===== config.mk =====
export PLATFORM = sky130hd
export DESIGN_NAME = atlas_gutter_source_mapper
export DESIGN_NICKNAME = d
export VERILOG_FILES = /design/src/rtl/core/agsm_pkg.sv /design/src/rtl/core/agsm_front.sv /design/src/rtl/core/agsm_div_stage.sv /design/src/rtl/core/agsm_map.sv /design/src/rtl/core/agsm_lin.sv /design/src/rtl/core/agsm_out.sv /design/src/rtl/core/atlas_gutter_source_mapper.sv
export SDC_FILE = /design/constraint.sdc
export NUM_CORES = 2
export LEC_CHECK = 0
export ABC_AREA = 1
export BUFFER_PORTS_ARGS = -buffer_cell sky130_fd_sc_hd__buf_4
export CORE_UTILIZATION = 25
export CTS_CLUSTER_DIAMETER = 60
export DETAILED_ROUTE_END_ITERATION = 10
export PLACE_DENSITY_LB_ADDON = 0.08
export SLEW_MARGIN = 20
export SYNTH_ARGS = -nofsm -noshare
export SYNTH_HDL_FRONTEND = slang
export SYNTH_SLANG_ARGS = --single-unit

===== constraint.sdc =====
create_clock -name aclk -period 13.4 [get_ports aclk]
set_clock_uncertainty 0.2 [all_clocks]
set_input_delay 1.34 -clock aclk [delete_from_list [all_inputs] [get_ports aclk]]
set_output_delay 1.34 -clock aclk [all_outputs]
set_load 0.02 [all_outputs]

===== src/rtl/core/agsm_pkg.sv =====
// Shared types, widths and helpers for the atlas gutter source mapper.
package agsm_pkg;

    localparam int COORD_W  = 17;  // destination coordinate
    localparam int TILE_W   = 9;   // tile_size, tiles_across, tiles_down
    localparam int PAD_W    = 5;   // pad_pixels
    localparam int STRIDE_W = 10;  // tile_size + 2*pad_pixels
    localparam int LIM_W    = 19;  // tiles * stride
    localparam int QUO_W    = 9;   // tile index
    localparam int REM_W    = 10;  // offset inside one stride
    localparam int SRC_W    = 18;  // full-precision source coordinate
    localparam int OFF_W    = 34;  // byte offset
    localparam int OUT_XY_W = 16;
    localparam int IDX_W    = 8;
    localparam int CFG_IDX_W = 2;
    localparam int CFG_DATA_W = 9;

    localparam int GUTTER_SIDES = 2;
    localparam int DIV_STEPS_PER_STAGE = 3;
    localparam int DIV_STAGES = QUO_W / DIV_STEPS_PER_STAGE;

    typedef enum logic [CFG_IDX_W-1:0] {
        CFG_TILE_SIZE    = 2'd0,
        CFG_PAD_PIXELS   = 2'd1,
        CFG_TILES_ACROSS = 2'd2,
        CFG_TILES_DOWN   = 2'd3
    } cfg_idx_t;

    typedef struct packed {
        logic [TILE_W-1:0] tile_size;
        logic [PAD_W-1:0]  pad_pixels;
        logic [TILE_W-1:0] tiles_across;
        logic [TILE_W-1:0] tiles_down;
    } cfg_t;

    // one axis of the restoring divider: remainder, dividend bits still to
    // shift in (msb first) and quotient bits so far
    typedef struct packed {
        logic [REM_W-1:0] rem;
        logic [QUO_W-1:0] pend;
        logic [QUO_W-1:0] quo;
    } div_axis_t;

    typedef struct packed {
        div_axis_t x;
        div_axis_t y;
        logic      oor;
    } div_t;

    typedef struct packed {
        logic [SRC_W-1:0] src_x;
        logic [SRC_W-1:0] src_y;
        logic [IDX_W-1:0] tile_col;
        logic [IDX_W-1:0] tile_row;
        logic             gutter;
        logic [SRC_W-1:0] src_width;
        logic             oor;
    } map_t;

    typedef struct packed {
        logic [OFF_W-1:0]    lin;
        logic [OUT_XY_W-1:0] src_x;
        logic [OUT_XY_W-1:0] src_y;
        logic [IDX_W-1:0]    tile_col;
        logic [IDX_W-1:0]    tile_row;
        logic                gutter;
        logic                oor;
    } lin_t;

    typedef struct packed {
        logic [OUT_XY_W-1:0] src_x;
        logic [OUT_XY_W-1:0] src_y;
        logic [IDX_W-1:0]    tile_col;
        logic [IDX_W-1:0]    tile_row;
        logic                is_gutter;
        logic [OFF_W-1:0]    byte_offset;
        logic                oor;
    } res_t;

    function automatic logic [STRIDE_W-1:0] stride_of(input cfg_t c);
        return STRIDE_W'(c.tile_size) + STRIDE_W'(GUTTER_SIDES) * STRIDE_W'(c.pad_pixels);
    endfunction

endpackage


===== src/rtl/core/agsm_front.sv =====
// Input stage: atlas bounds check and divider setup.
module agsm_front
    import agsm_pkg::*;
(
    input  logic               aclk,
    input  logic               load,
    input  cfg_t               cfg,
    input  logic [COORD_W-1:0] dest_x,
    input  logic [COORD_W-1:0] dest_y,
    output div_t               q
);

    logic [STRIDE_W-1:0] stride;
    logic [LIM_W-1:0]    lim_x;
    logic [LIM_W-1:0]    lim_y;
    div_t                q_next;
    div_t                q_reg;

    always_comb begin
        stride = stride_of(cfg);
        lim_x  = LIM_W'(cfg.tiles_across) * LIM_W'(stride);
        lim_y  = LIM_W'(cfg.tiles_down) * LIM_W'(stride);

        q_next.oor = (cfg.tile_size == '0) || (LIM_W'(dest_x) >= lim_x)
                     || (LIM_W'(dest_y) >= lim_y);
        // top bits start the remainder; in range they are already below stride
        q_next.x.rem  = REM_W'(dest_x[COORD_W-1:QUO_W]);
        q_next.x.pend = dest_x[QUO_W-1:0];
        q_next.x.quo  = '0;
        q_next.y.rem  = REM_W'(dest_y[COORD_W-1:QUO_W]);
        q_next.y.pend = dest_y[QUO_W-1:0];
        q_next.y.quo  = '0;
    end

    always_ff @(posedge aclk) begin
        if (load) begin
            q_reg <= q_next;
        end
    end

    assign q = q_reg;

endmodule


===== src/rtl/core/agsm_div_stage.sv =====
// Three restoring-division steps per axis, coordinate divided by stride.
module agsm_div_stage
    import agsm_pkg::*;
(
    input  logic aclk,
    input  logic load,
    input  cfg_t cfg,
    input  div_t d,
    output div_t q
);

    div_t q_next;
    div_t q_reg;

    function automatic div_axis_t div_steps(input div_axis_t a, input logic [STRIDE_W-1:0] s);
        div_axis_t        r;
        logic [REM_W:0]   trial;
        r = a;
        for (int i = 0; i < DIV_STEPS_PER_STAGE; i++) begin
            trial  = {r.rem, r.pend[QUO_W-1]};
            r.pend = r.pend << 1;
            if (trial >= (REM_W+1)'(s)) begin
                r.rem = REM_W'(trial - (REM_W+1)'(s));
                r.quo = {r.quo[QUO_W-2:0], 1'b1};
            end else begin
                r.rem = trial[REM_W-1:0];
                r.quo = {r.quo[QUO_W-2:0], 1'b0};
            end
        end
        return r;
    endfunction

    always_comb begin
        q_next.x   = div_steps(d.x, stride_of(cfg));
        q_next.y   = div_steps(d.y, stride_of(cfg));
        q_next.oor = d.oor;
    end

    always_ff @(posedge aclk) begin
        if (load) begin
            q_reg <= q_next;
        end
    end

    assign q = q_reg;

endmodule


===== src/rtl/core/agsm_map.sv =====
// Gutter clamp and source coordinate per axis.
module agsm_map
    import agsm_pkg::*;
(
    input  logic aclk,
    input  logic load,
    input  cfg_t cfg,
    input  div_t d,
    output map_t q
);

    typedef struct packed {
        logic [SRC_W-1:0] src;
        logic             gutter;
    } axis_t;

    axis_t ax;
    axis_t ay;
    map_t  q_next;
    map_t  q_reg;

    function automatic axis_t map_axis(input logic [REM_W-1:0] off,
                                       input logic [QUO_W-1:0] tile_idx,
                                       input cfg_t c);
        axis_t             r;
        logic [REM_W-1:0]  inner;
        logic [TILE_W-1:0] loc;
        inner    = off - REM_W'(c.pad_pixels);
        r.gutter = 1'b1;
        if (off < REM_W'(c.pad_pixels)) begin
            loc = '0;
        end else if (inner >= REM_W'(c.tile_size)) begin
            loc = c.tile_size - TILE_W'(1);
        end else begin
            loc      = inner[TILE_W-1:0];
            r.gutter = 1'b0;
        end
        r.src = SRC_W'(tile_idx) * SRC_W'(c.tile_size) + SRC_W'(loc);
        return r;
    endfunction

    always_comb begin
        ax = map_axis(d.x.rem, d.x.quo, cfg);
        ay = map_axis(d.y.rem, d.y.quo, cfg);
        q_next.src_x     = ax.src;
        q_next.src_y     = ay.src;
        q_next.tile_col  = d.x.quo[IDX_W-1:0];
        q_next.tile_row  = d.y.quo[IDX_W-1:0];
        q_next.gutter    = ax.gutter | ay.gutter;
        q_next.src_width = SRC_W'(cfg.tiles_across) * SRC_W'(cfg.tile_size);
        q_next.oor       = d.oor;
    end

    always_ff @(posedge aclk) begin
        if (load) begin
            q_reg <= q_next;
        end
    end

    assign q = q_reg;

endmodule


===== src/rtl/core/agsm_lin.sv =====
// Linear source pixel index: row * width + column.
module agsm_lin
    import agsm_pkg::*;
(
    input  logic aclk,
    input  logic load,
    input  map_t d,
    output lin_t q
);

    localparam int PROD_W = 2 * SRC_W + 1;

    logic [PROD_W-1:0] prod;
    lin_t              q_next;
    lin_t              q_reg;

    always_comb begin
        prod = PROD_W'(d.src_y) * PROD_W'(d.src_width) + PROD_W'(d.src_x);
        q_next.lin      = prod[OFF_W-1:0];
        q_next.src_x    = d.src_x[OUT_XY_W-1:0];
        q_next.src_y    = d.src_y[OUT_XY_W-1:0];
        q_next.tile_col = d.tile_col;
        q_next.tile_row = d.tile_row;
        q_next.gutter   = d.gutter;
        q_next.oor      = d.oor;
    end

    always_ff @(posedge aclk) begin
        if (load) begin
            q_reg <= q_next;
        end
    end

    assign q = q_reg;

endmodule


===== src/rtl/core/agsm_out.sv =====
// Output register: byte scaling and zeroing of out-of-range results.
module agsm_out
    import agsm_pkg::*;
#(
    parameter int BYTES_PER_PIXEL = 4
) (
    input  logic aclk,
    input  logic load,
    input  lin_t d,
    output res_t q
);

    localparam int BPP_W = $clog2(BYTES_PER_PIXEL + 1);
    localparam logic [BPP_W-1:0] BPP = BPP_W'(BYTES_PER_PIXEL);

    logic [OFF_W+BPP_W-1:0] scaled;
    res_t                   q_next;
    res_t                   q_reg;

    always_comb begin
        scaled = (OFF_W+BPP_W)'(d.lin) * (OFF_W+BPP_W)'(BPP);
        q_next = '0;
        q_next.oor = d.oor;
        if (!d.oor) begin
            q_next.src_x       = d.src_x;
            q_next.src_y       = d.src_y;
            q_next.tile_col    = d.tile_col;
            q_next.tile_row    = d.tile_row;
            q_next.is_gutter   = d.gutter;
            q_next.byte_offset = scaled[OFF_W-1:0];
        end
    end

    always_ff @(posedge aclk) begin
        if (load) begin
            q_reg <= q_next;
        end
    end

    assign q = q_reg;

endmodule


===== src/rtl/core/atlas_gutter_source_mapper.sv =====
// Top level: config registers, stage control and stream ports.
//
// Maps a destination pixel of a padded tile atlas to the source pixel that
// the gutter copy places there, with its tile indices, gutter flag and byte
// offset. One beat is accepted per clock while m_tready stays high; each
// beat passes a bounds stage, then the stride divider, a nine-step restoring
// divider spread three steps per stage over three stages, then a
// clamp/multiply stage, a row*width stage and the output register. When the
// output stalls the stages fill up and s_tready drops once all are full.
// Config writes must only happen while no beat is in flight.
module atlas_gutter_source_mapper
    import agsm_pkg::*;
#(
    parameter int BYTES_PER_PIXEL = 4
) (
    input  logic                  aclk,
    input  logic                  aresetn,
    input  logic                  cfg_wr_en,
    input  logic [CFG_IDX_W-1:0]  cfg_addr,
    input  logic [CFG_DATA_W-1:0] cfg_wdata,
    input  logic                  s_tvalid,
    output logic                  s_tready,
    input  logic [39:0]           s_tdata,   // dest_x[16:0], dest_y[33:17], zero
    output logic                  m_tvalid,
    input  logic                  m_tready,
    output logic [87:0]           m_tdata,   // src_x[15:0], src_y[31:16],
                                             // tile_col[39:32], tile_row[47:40],
                                             // src_byte_offset[81:48], zero
    output logic [1:0]            m_tuser    // is_gutter[0], out_of_range[1]
);

    localparam int NSTAGE = DIV_STAGES + 4;

    cfg_t              cfg_reg;
    logic [NSTAGE-1:0] valid_reg;
    logic [NSTAGE-1:0] valid_next;
    logic [NSTAGE-1:0] adv;

    div_t div_q [DIV_STAGES+1];
    map_t map_q;
    lin_t lin_q;
    res_t res_q;

    always_ff @(posedge aclk) begin
        if (!aresetn) begin
            cfg_reg.tile_size    <= TILE_W'(16);
            cfg_reg.pad_pixels   <= PAD_W'(2);
            cfg_reg.tiles_across <= TILE_W'(16);
            cfg_reg.tiles_down   <= TILE_W'(16);
        end else if (cfg_wr_en) begin
            case (cfg_addr)
                CFG_TILE_SIZE:    cfg_reg.tile_size    <= cfg_wdata;
                CFG_PAD_PIXELS:   cfg_reg.pad_pixels   <= cfg_wdata[PAD_W-1:0];
                CFG_TILES_ACROSS: cfg_reg.tiles_across <= cfg_wdata;
                CFG_TILES_DOWN:   cfg_reg.tiles_down   <= cfg_wdata;
                default: ;
            endcase
        end
    end

    // a stage loads when it is empty or its contents move on
    always_comb begin
        adv[NSTAGE-1] = !valid_reg[NSTAGE-1] || m_tready;
        for (int i = NSTAGE - 2; i >= 0; i--) begin
            adv[i] = !valid_reg[i] || adv[i+1];
        end
        valid_next = valid_reg;
        if (adv[0]) begin
            valid_next[0] = s_tvalid;
        end
        for (int i = 1; i < NSTAGE; i++) begin
            if (adv[i]) begin
                valid_next[i] = valid_reg[i-1];
            end
        end
    end

    always_ff @(posedge aclk) begin
        if (!aresetn) begin
            valid_reg <= '0;
        end else begin
            valid_reg <= valid_next;
        end
    end

    // no beat is taken while reset is held
    assign s_tready = aresetn && adv[0];

    agsm_front u_front (
        .aclk   (aclk),
        .load   (adv[0]),
        .cfg    (cfg_reg),
        .dest_x (s_tdata[COORD_W-1:0]),
        .dest_y (s_tdata[2*COORD_W-1:COORD_W]),
        .q      (div_q[0])
    );

    for (genvar g = 0; g < DIV_STAGES; g++) begin : g_div
        agsm_div_stage u_div (
            .aclk (aclk),
            .load (adv[g+1]),
            .cfg  (cfg_reg),
            .d    (div_q[g]),
            .q    (div_q[g+1])
        );
    end

    agsm_map u_map (
        .aclk (aclk),
        .load (adv[DIV_STAGES+1]),
        .cfg  (cfg_reg),
        .d    (div_q[DIV_STAGES]),
        .q    (map_q)
    );

    agsm_lin u_lin (
        .aclk (aclk),
        .load (adv[DIV_STAGES+2]),
        .d    (map_q),
        .q    (lin_q)
    );

    agsm_out #(
        .BYTES_PER_PIXEL (BYTES_PER_PIXEL)
    ) u_out (
        .aclk (aclk),
        .load (adv[DIV_STAGES+3]),
        .d    (lin_q),
        .q    (res_q)
    );

    assign m_tvalid = valid_reg[NSTAGE-1];
    assign m_tdata  = {6'b0, res_q.byte_offset, res_q.tile_row, res_q.tile_col,
                       res_q.src_y, res_q.src_x};
    assign m_tuser  = {res_q.oor, res_q.is_gutter};

endmodule

=== Yosys cells after proc, flatten, opt, wreduce, memory -nomap -nowiden ===
Cells that the tools add are included.

* Eq/ne operators: 3
* Multiply operators: 6
* Reductions and logical operators: 23
* Add/sub/neg operators: 25
* Bitwise operators: 1
* Mux-type cells: 44
* $lt $le $gt $ge: 24

{| class="wikitable"
|+ Operators with widths
! cell !! number
|-
| 10-bit 2-to-1 mux || 18
|-
| 11-bit by 10-bit greater-or-equal comparator with 1-bit output || 16
|-
| 10-bit subtractor || 16
|-
| 9-bit by 9-bit multiplier with 18-bit output || 3
|-
| 17-bit by 19-bit greater-or-equal comparator with 1-bit output || 2
|-
| 9-bit by 10-bit multiplier with 19-bit output || 2
|-
| 18-bit by 9-bit adder with 18-bit output || 2
|-
| 9-bit 2-to-1 mux || 4
|-
| 32-bit by 18-bit adder with 32-bit output || 1
|-
| 18-bit by 18-bit multiplier with 32-bit output || 1
|-
| 1-bit 2-to-1 mux || 22
|-
| 10-bit by 9-bit greater-or-equal comparator with 1-bit output || 2
|-
| 9-bit by 10-bit greater-or-equal comparator with 1-bit output || 2
|-
| 10-bit by 5-bit less-than comparator with 1-bit output || 2
|-
| 10-bit by 5-bit subtractor with 10-bit output || 2
|-
| 9-bit by 10-bit subtractor with 10-bit output || 2
|-
| 9-bit by 6-bit adder with 10-bit output || 1
|-
| 9-bit zero test || 1
|-
| 1-bit logical OR || 9
|-
| 9-bit by 1-bit subtractor with 9-bit output, second input constant || 1
|-
| 2-bit AND reduction || 4
|-
| 1-bit zero test || 7
|-
| 2-bit == test, second input constant || 2
|-
| 2-bit by 1-bit == test with 1-bit output, second input constant || 1
|-
| other kinds (3) || 3
|}

* Register bits after elaboration: 429
* Input port bits: 56
* Output and inout port bits: 92
* Logic and storage cells: 183

=== Logic depth before layout (Yosys ltp) ===
* Depth after elaboration: 9
* Mapped depth: 53
* Mapped depth without buffers: 50

=== By module ===
Synthesis repeated with hierarchy kept, for this count alone.

* Cells, all modules: 7165
* Area total of the unflattened synthesis: 57271.2 um^2

{| class="wikitable"
|+ Modules (own cells, without submodules)
! module !! cells an instance !! instances !! area each (um^2) !! sequential area each (um^2)
|-
| agsm_lin || 1881 || 1 || 14945.6 || 2522.4
|-
| agsm_map || 1550 || 1 || 12540.8 || 2162.1
|-
| agsm_div_stage at g_div[0].u_div ... || 748 || 2 || 5651.7 || 1531.5
|-
| agsm_front || 1005 || 1 || 8074.0 || 1051.0
|-
| agsm_div_stage at g_div[2].u_div || 793 || 1 || 5774.3 || 1531.5
|-
| agsm_out || 256 || 1 || 3190.6 || 2462.4
|-
| atlas_gutter_source_mapper || 184 || 1 || 1442.6 || 780.7
|}

=== Worst setup path before layout ===
OpenSTA, ideal clock, no wires.

* Kind: input port to output port
* From: in m_tready
* To: out s_tready
* Stages: 14
* Path buffers: 0
* Arrival: 9477 ps
* Required time: 11860 ps
* Setup slack: 2383 ps
* Path through: nor2_1 inv_1 nor2_1 inv_1 nor2_1 inv_1 nor2_1 inv_1 nor2_1 inv_1 nor2_1 nand2_1 nand2_1 inv_1

* Cells in the longest elaborated chain, start to end: 8

{| class="wikitable"
|+ RTL lines
! item !! line !! source
|-
| start, declared || atlas_gutter_source_mapper.sv:25 || <nowiki>input logic m_tready,</nowiki>
|-
| 1-bit logical OR || atlas_gutter_source_mapper.sv:63 || <nowiki>adv[NSTAGE-1] = !valid_reg[NSTAGE-1] || m_tready;</nowiki>
|-
| net u_out.load || agsm_out.sv:8 || <nowiki>input logic load,</nowiki>
|-
| 1-bit logical OR || atlas_gutter_source_mapper.sv:65 || <nowiki>adv[i] = !valid_reg[i] || adv[i+1];</nowiki>
|-
| net u_lin.load || agsm_lin.sv:6 || <nowiki>input logic load,</nowiki>
|-
| 1-bit logical OR || atlas_gutter_source_mapper.sv:65 ||
|-
| net u_map.load || agsm_map.sv:6 || <nowiki>input logic load,</nowiki>
|-
| 1-bit logical OR || atlas_gutter_source_mapper.sv:65 ||
|-
| net g_div[2].u_div.load || agsm_div_stage.sv:6 || <nowiki>input logic load,</nowiki>
|-
| 1-bit logical OR || atlas_gutter_source_mapper.sv:65 ||
|-
| net g_div[1].u_div.load || agsm_div_stage.sv:6 ||
|-
| 1-bit logical OR (2 in a row) || atlas_gutter_source_mapper.sv:65 ||
|-
| 1-bit logical AND || atlas_gutter_source_mapper.sv:87 || <nowiki>assign s_tready = aresetn && adv[0];</nowiki>
|-
| end, declared || atlas_gutter_source_mapper.sv:22 || <nowiki>output logic s_tready,</nowiki>
|}

The timed path passes the listed nets, and every way through them passes these cells.

==> reports/results.txt <==
status: complete, no violations
Slew @ Worst Pin: 1120 ps
drt pass-1 iters: 5
Wirelength per Cell: 17.8 um
HPWL Detailed: 120 mm
largest area contributor in the netlist: edfxtp_1
FILL cells: 21300
synth cell count leaders: 1346 x nand2_1, 1293 x inv_1, 562 x fa_1
fin crit share: 69.8%
final setup fails: 0
Final Critical Period: 9350 ps
Tot GR Track Use: 15.4%
pre-CTS setup slack: 4000 ps
Netlist Area Pre-Place: 0.0499 mm2
Placeable Area: 0.198 mm2
CTS tree: built
asr flop ratio synth: 0%
Top-Level Pins: 148
Total Wirelength: 154 mm
CTS HTree Levels: 3
DIE AREA: 0.201 mm2
initial DRC count: 1603
MaxCap Viol Count: 0
clk root buf: clkbuf_16
worst skew pair latency: 690 ps
slowest stage delay, CP: 600 ps
Worst Path Required: 13720 ps
Final ANT Viol Nets: 0
most common cell in the netlist: nand2_1
post-synth top area share: 23.4%
global-route wire length before repair: 236 mm
Top FF cell, synth: edfxtp_1
met3 usage: 1.89%
CTS resizes: 0
share of post-route cells with drive strength above 1: 6.69%
Top Usage Layer GRT: met2
Final Cell Area: 0.0563 mm2
max reg flops: 117
CTS Buf Count: 77
final worst slack: 4050 ps
Synth area leaders: edfxtp_1 23%, fa_1 23%, ha_1 13%, nand2_1 10%, inv_1 9.7%
Synth Register Bits: 427
antenna violations before repair: 6
Yosys cell types: 58
grt met2 use: 27.1%
crit path DAT: 9670 ps
Critical Path Most Common Cell: nand2_1
largest net degree at the start of global routing: 69
Setup TNS: 0 ps
Hold Slack: 210 ps
Slowest-stage cell, CP: inv_1
crit-path max FO: 18
sequential-to-total area share from yosys stat: 24.9%
M1 GR Usage: 20.0%
syn avg cell area: 8.47 um2
endpoints failing hold: 0
row cnt: 163
Placer Congestion: 0.803
clk buf depth: 3
DRC: 0
Die Height: 449 um
Pins Over Slew Limit: 0
Vias/cell: 4.23
max frequency: 107 MHz
Final #Nets: 7103
Clock transition at path regs: 50 ps
CP Capture Type: register
min-delay worst type: reg2reg
vias in the first global route: 38300
Post-synth EDFFs: 388
Synth warnings: 0
via count: 36700
IO buf count: 133
starting density of the core: 25.2%
Die Width: 449 um
Hold-fix buffers, CTS: 0
Synth-to-Final Area Change: 12.8%
area of the multi-input gates: 0.0316 mm2
register area: 0.0124 mm2
clock sink count: 427
CP startpoint kind: register
Slew headroom: 25.5%
RSZ-0062 raised after global routing: false
kind of critical path: reg2reg
postcts setup bufs: 0
area post-placement: 0.0537 mm2
global route total overflow: 0
post-synthesis cell count: 5885
==> path summary, 6_finish.rpt <==
path | start | end | slack, ps | cells past startpoint
hold reg to reg | u_map.q[33] | u_lin.q[15] | 210 | 0
hold / removal | u_map.q[33] | u_lin.q[15] | 210 | 0
setup reg to reg | cfg_reg[18] | g_div[0].u_div.q[48] | 4050 | 42
setup / recovery | cfg_reg[18] | g_div[0].u_div.q[48] | 4050 | 42
==> area by class of cell <==
class / instances / area share (%)
well taps: 2640 / 5.87
flip-flops and latches: 427 / 22.1
clock inverters: 47 / 0.869
clock buffers: 95 / 3.68
diodes: 3 / 0.0133
repair buffers: 185 / 2.49
inverters: 1309 / 8.74
multi-input cells: 3957 / 56.2
==> worst max-delay path, delay by kind of cell (launching register included) <==
| kind | cells | cell delay (ps) |
|---|---|---|
| xor gates and xnor gates | 1 | 160 |
| DFF | 1 | 410 |
| AOI/OAI and AO/OA | 15 | 3100 |
| adders and majority gates | 5 | 1590 |
| buffers and inverters | 5 | 1620 |
| and+or+nand+nor | 16 | 2090 |
==> placed cells by master, fill, tap and decap left out, drive strengths merged, types with 8 or more instances in the layout <==
master and count:
dfxtp 39, fa 562, nor3 33, nand4 33, o21ai 189, nand2 1389
nand3 212, a21oi 268, nand3b 8, clkinv 33, inv 1311, buf 185
a31oi 10, conb 8, xor2 180, clkbuf 95, edfxtp 388, ha 528
o21bai 36, nor2 353, o211ai 13, xnor2 69
==> logic make-up (layout without fill, tap and decap cells) <==
logic type	after synthesis	in the layout	synth area share, %
mux	1	1	0.0226
flops	427	427	24.9
compound gates	564	564	6.29
xor+xnor	249	249	4.37
buf+inv	1508	1636	11.7
simple gates	2045	2045	16.9
other cells	1	11	0.00752
fa+ha+maj	1090	1090	35.8
==> through the flow <==
step / util, % / std cells
floorplan: - / 5892
global placement: 27.1 / 8518
detailed placement: 27.1 / 8518
CTS: 28.4 / 8660
global route: 28.4 / 8661
finish: 28.4 / 8663
==> routing by layer <==
metal,vias to the layer above,part of all wire [%],routed length (um)
met4,0,1.9,2960
li1,18400,-,-
met5,-,0,0
met3,134,2.6,3960
met1,17700,46,71000
met2,458,49,76000
Power is not shown: default switching activity piles up to over one toggle a cycle in this logic, so the estimate is an artifact.
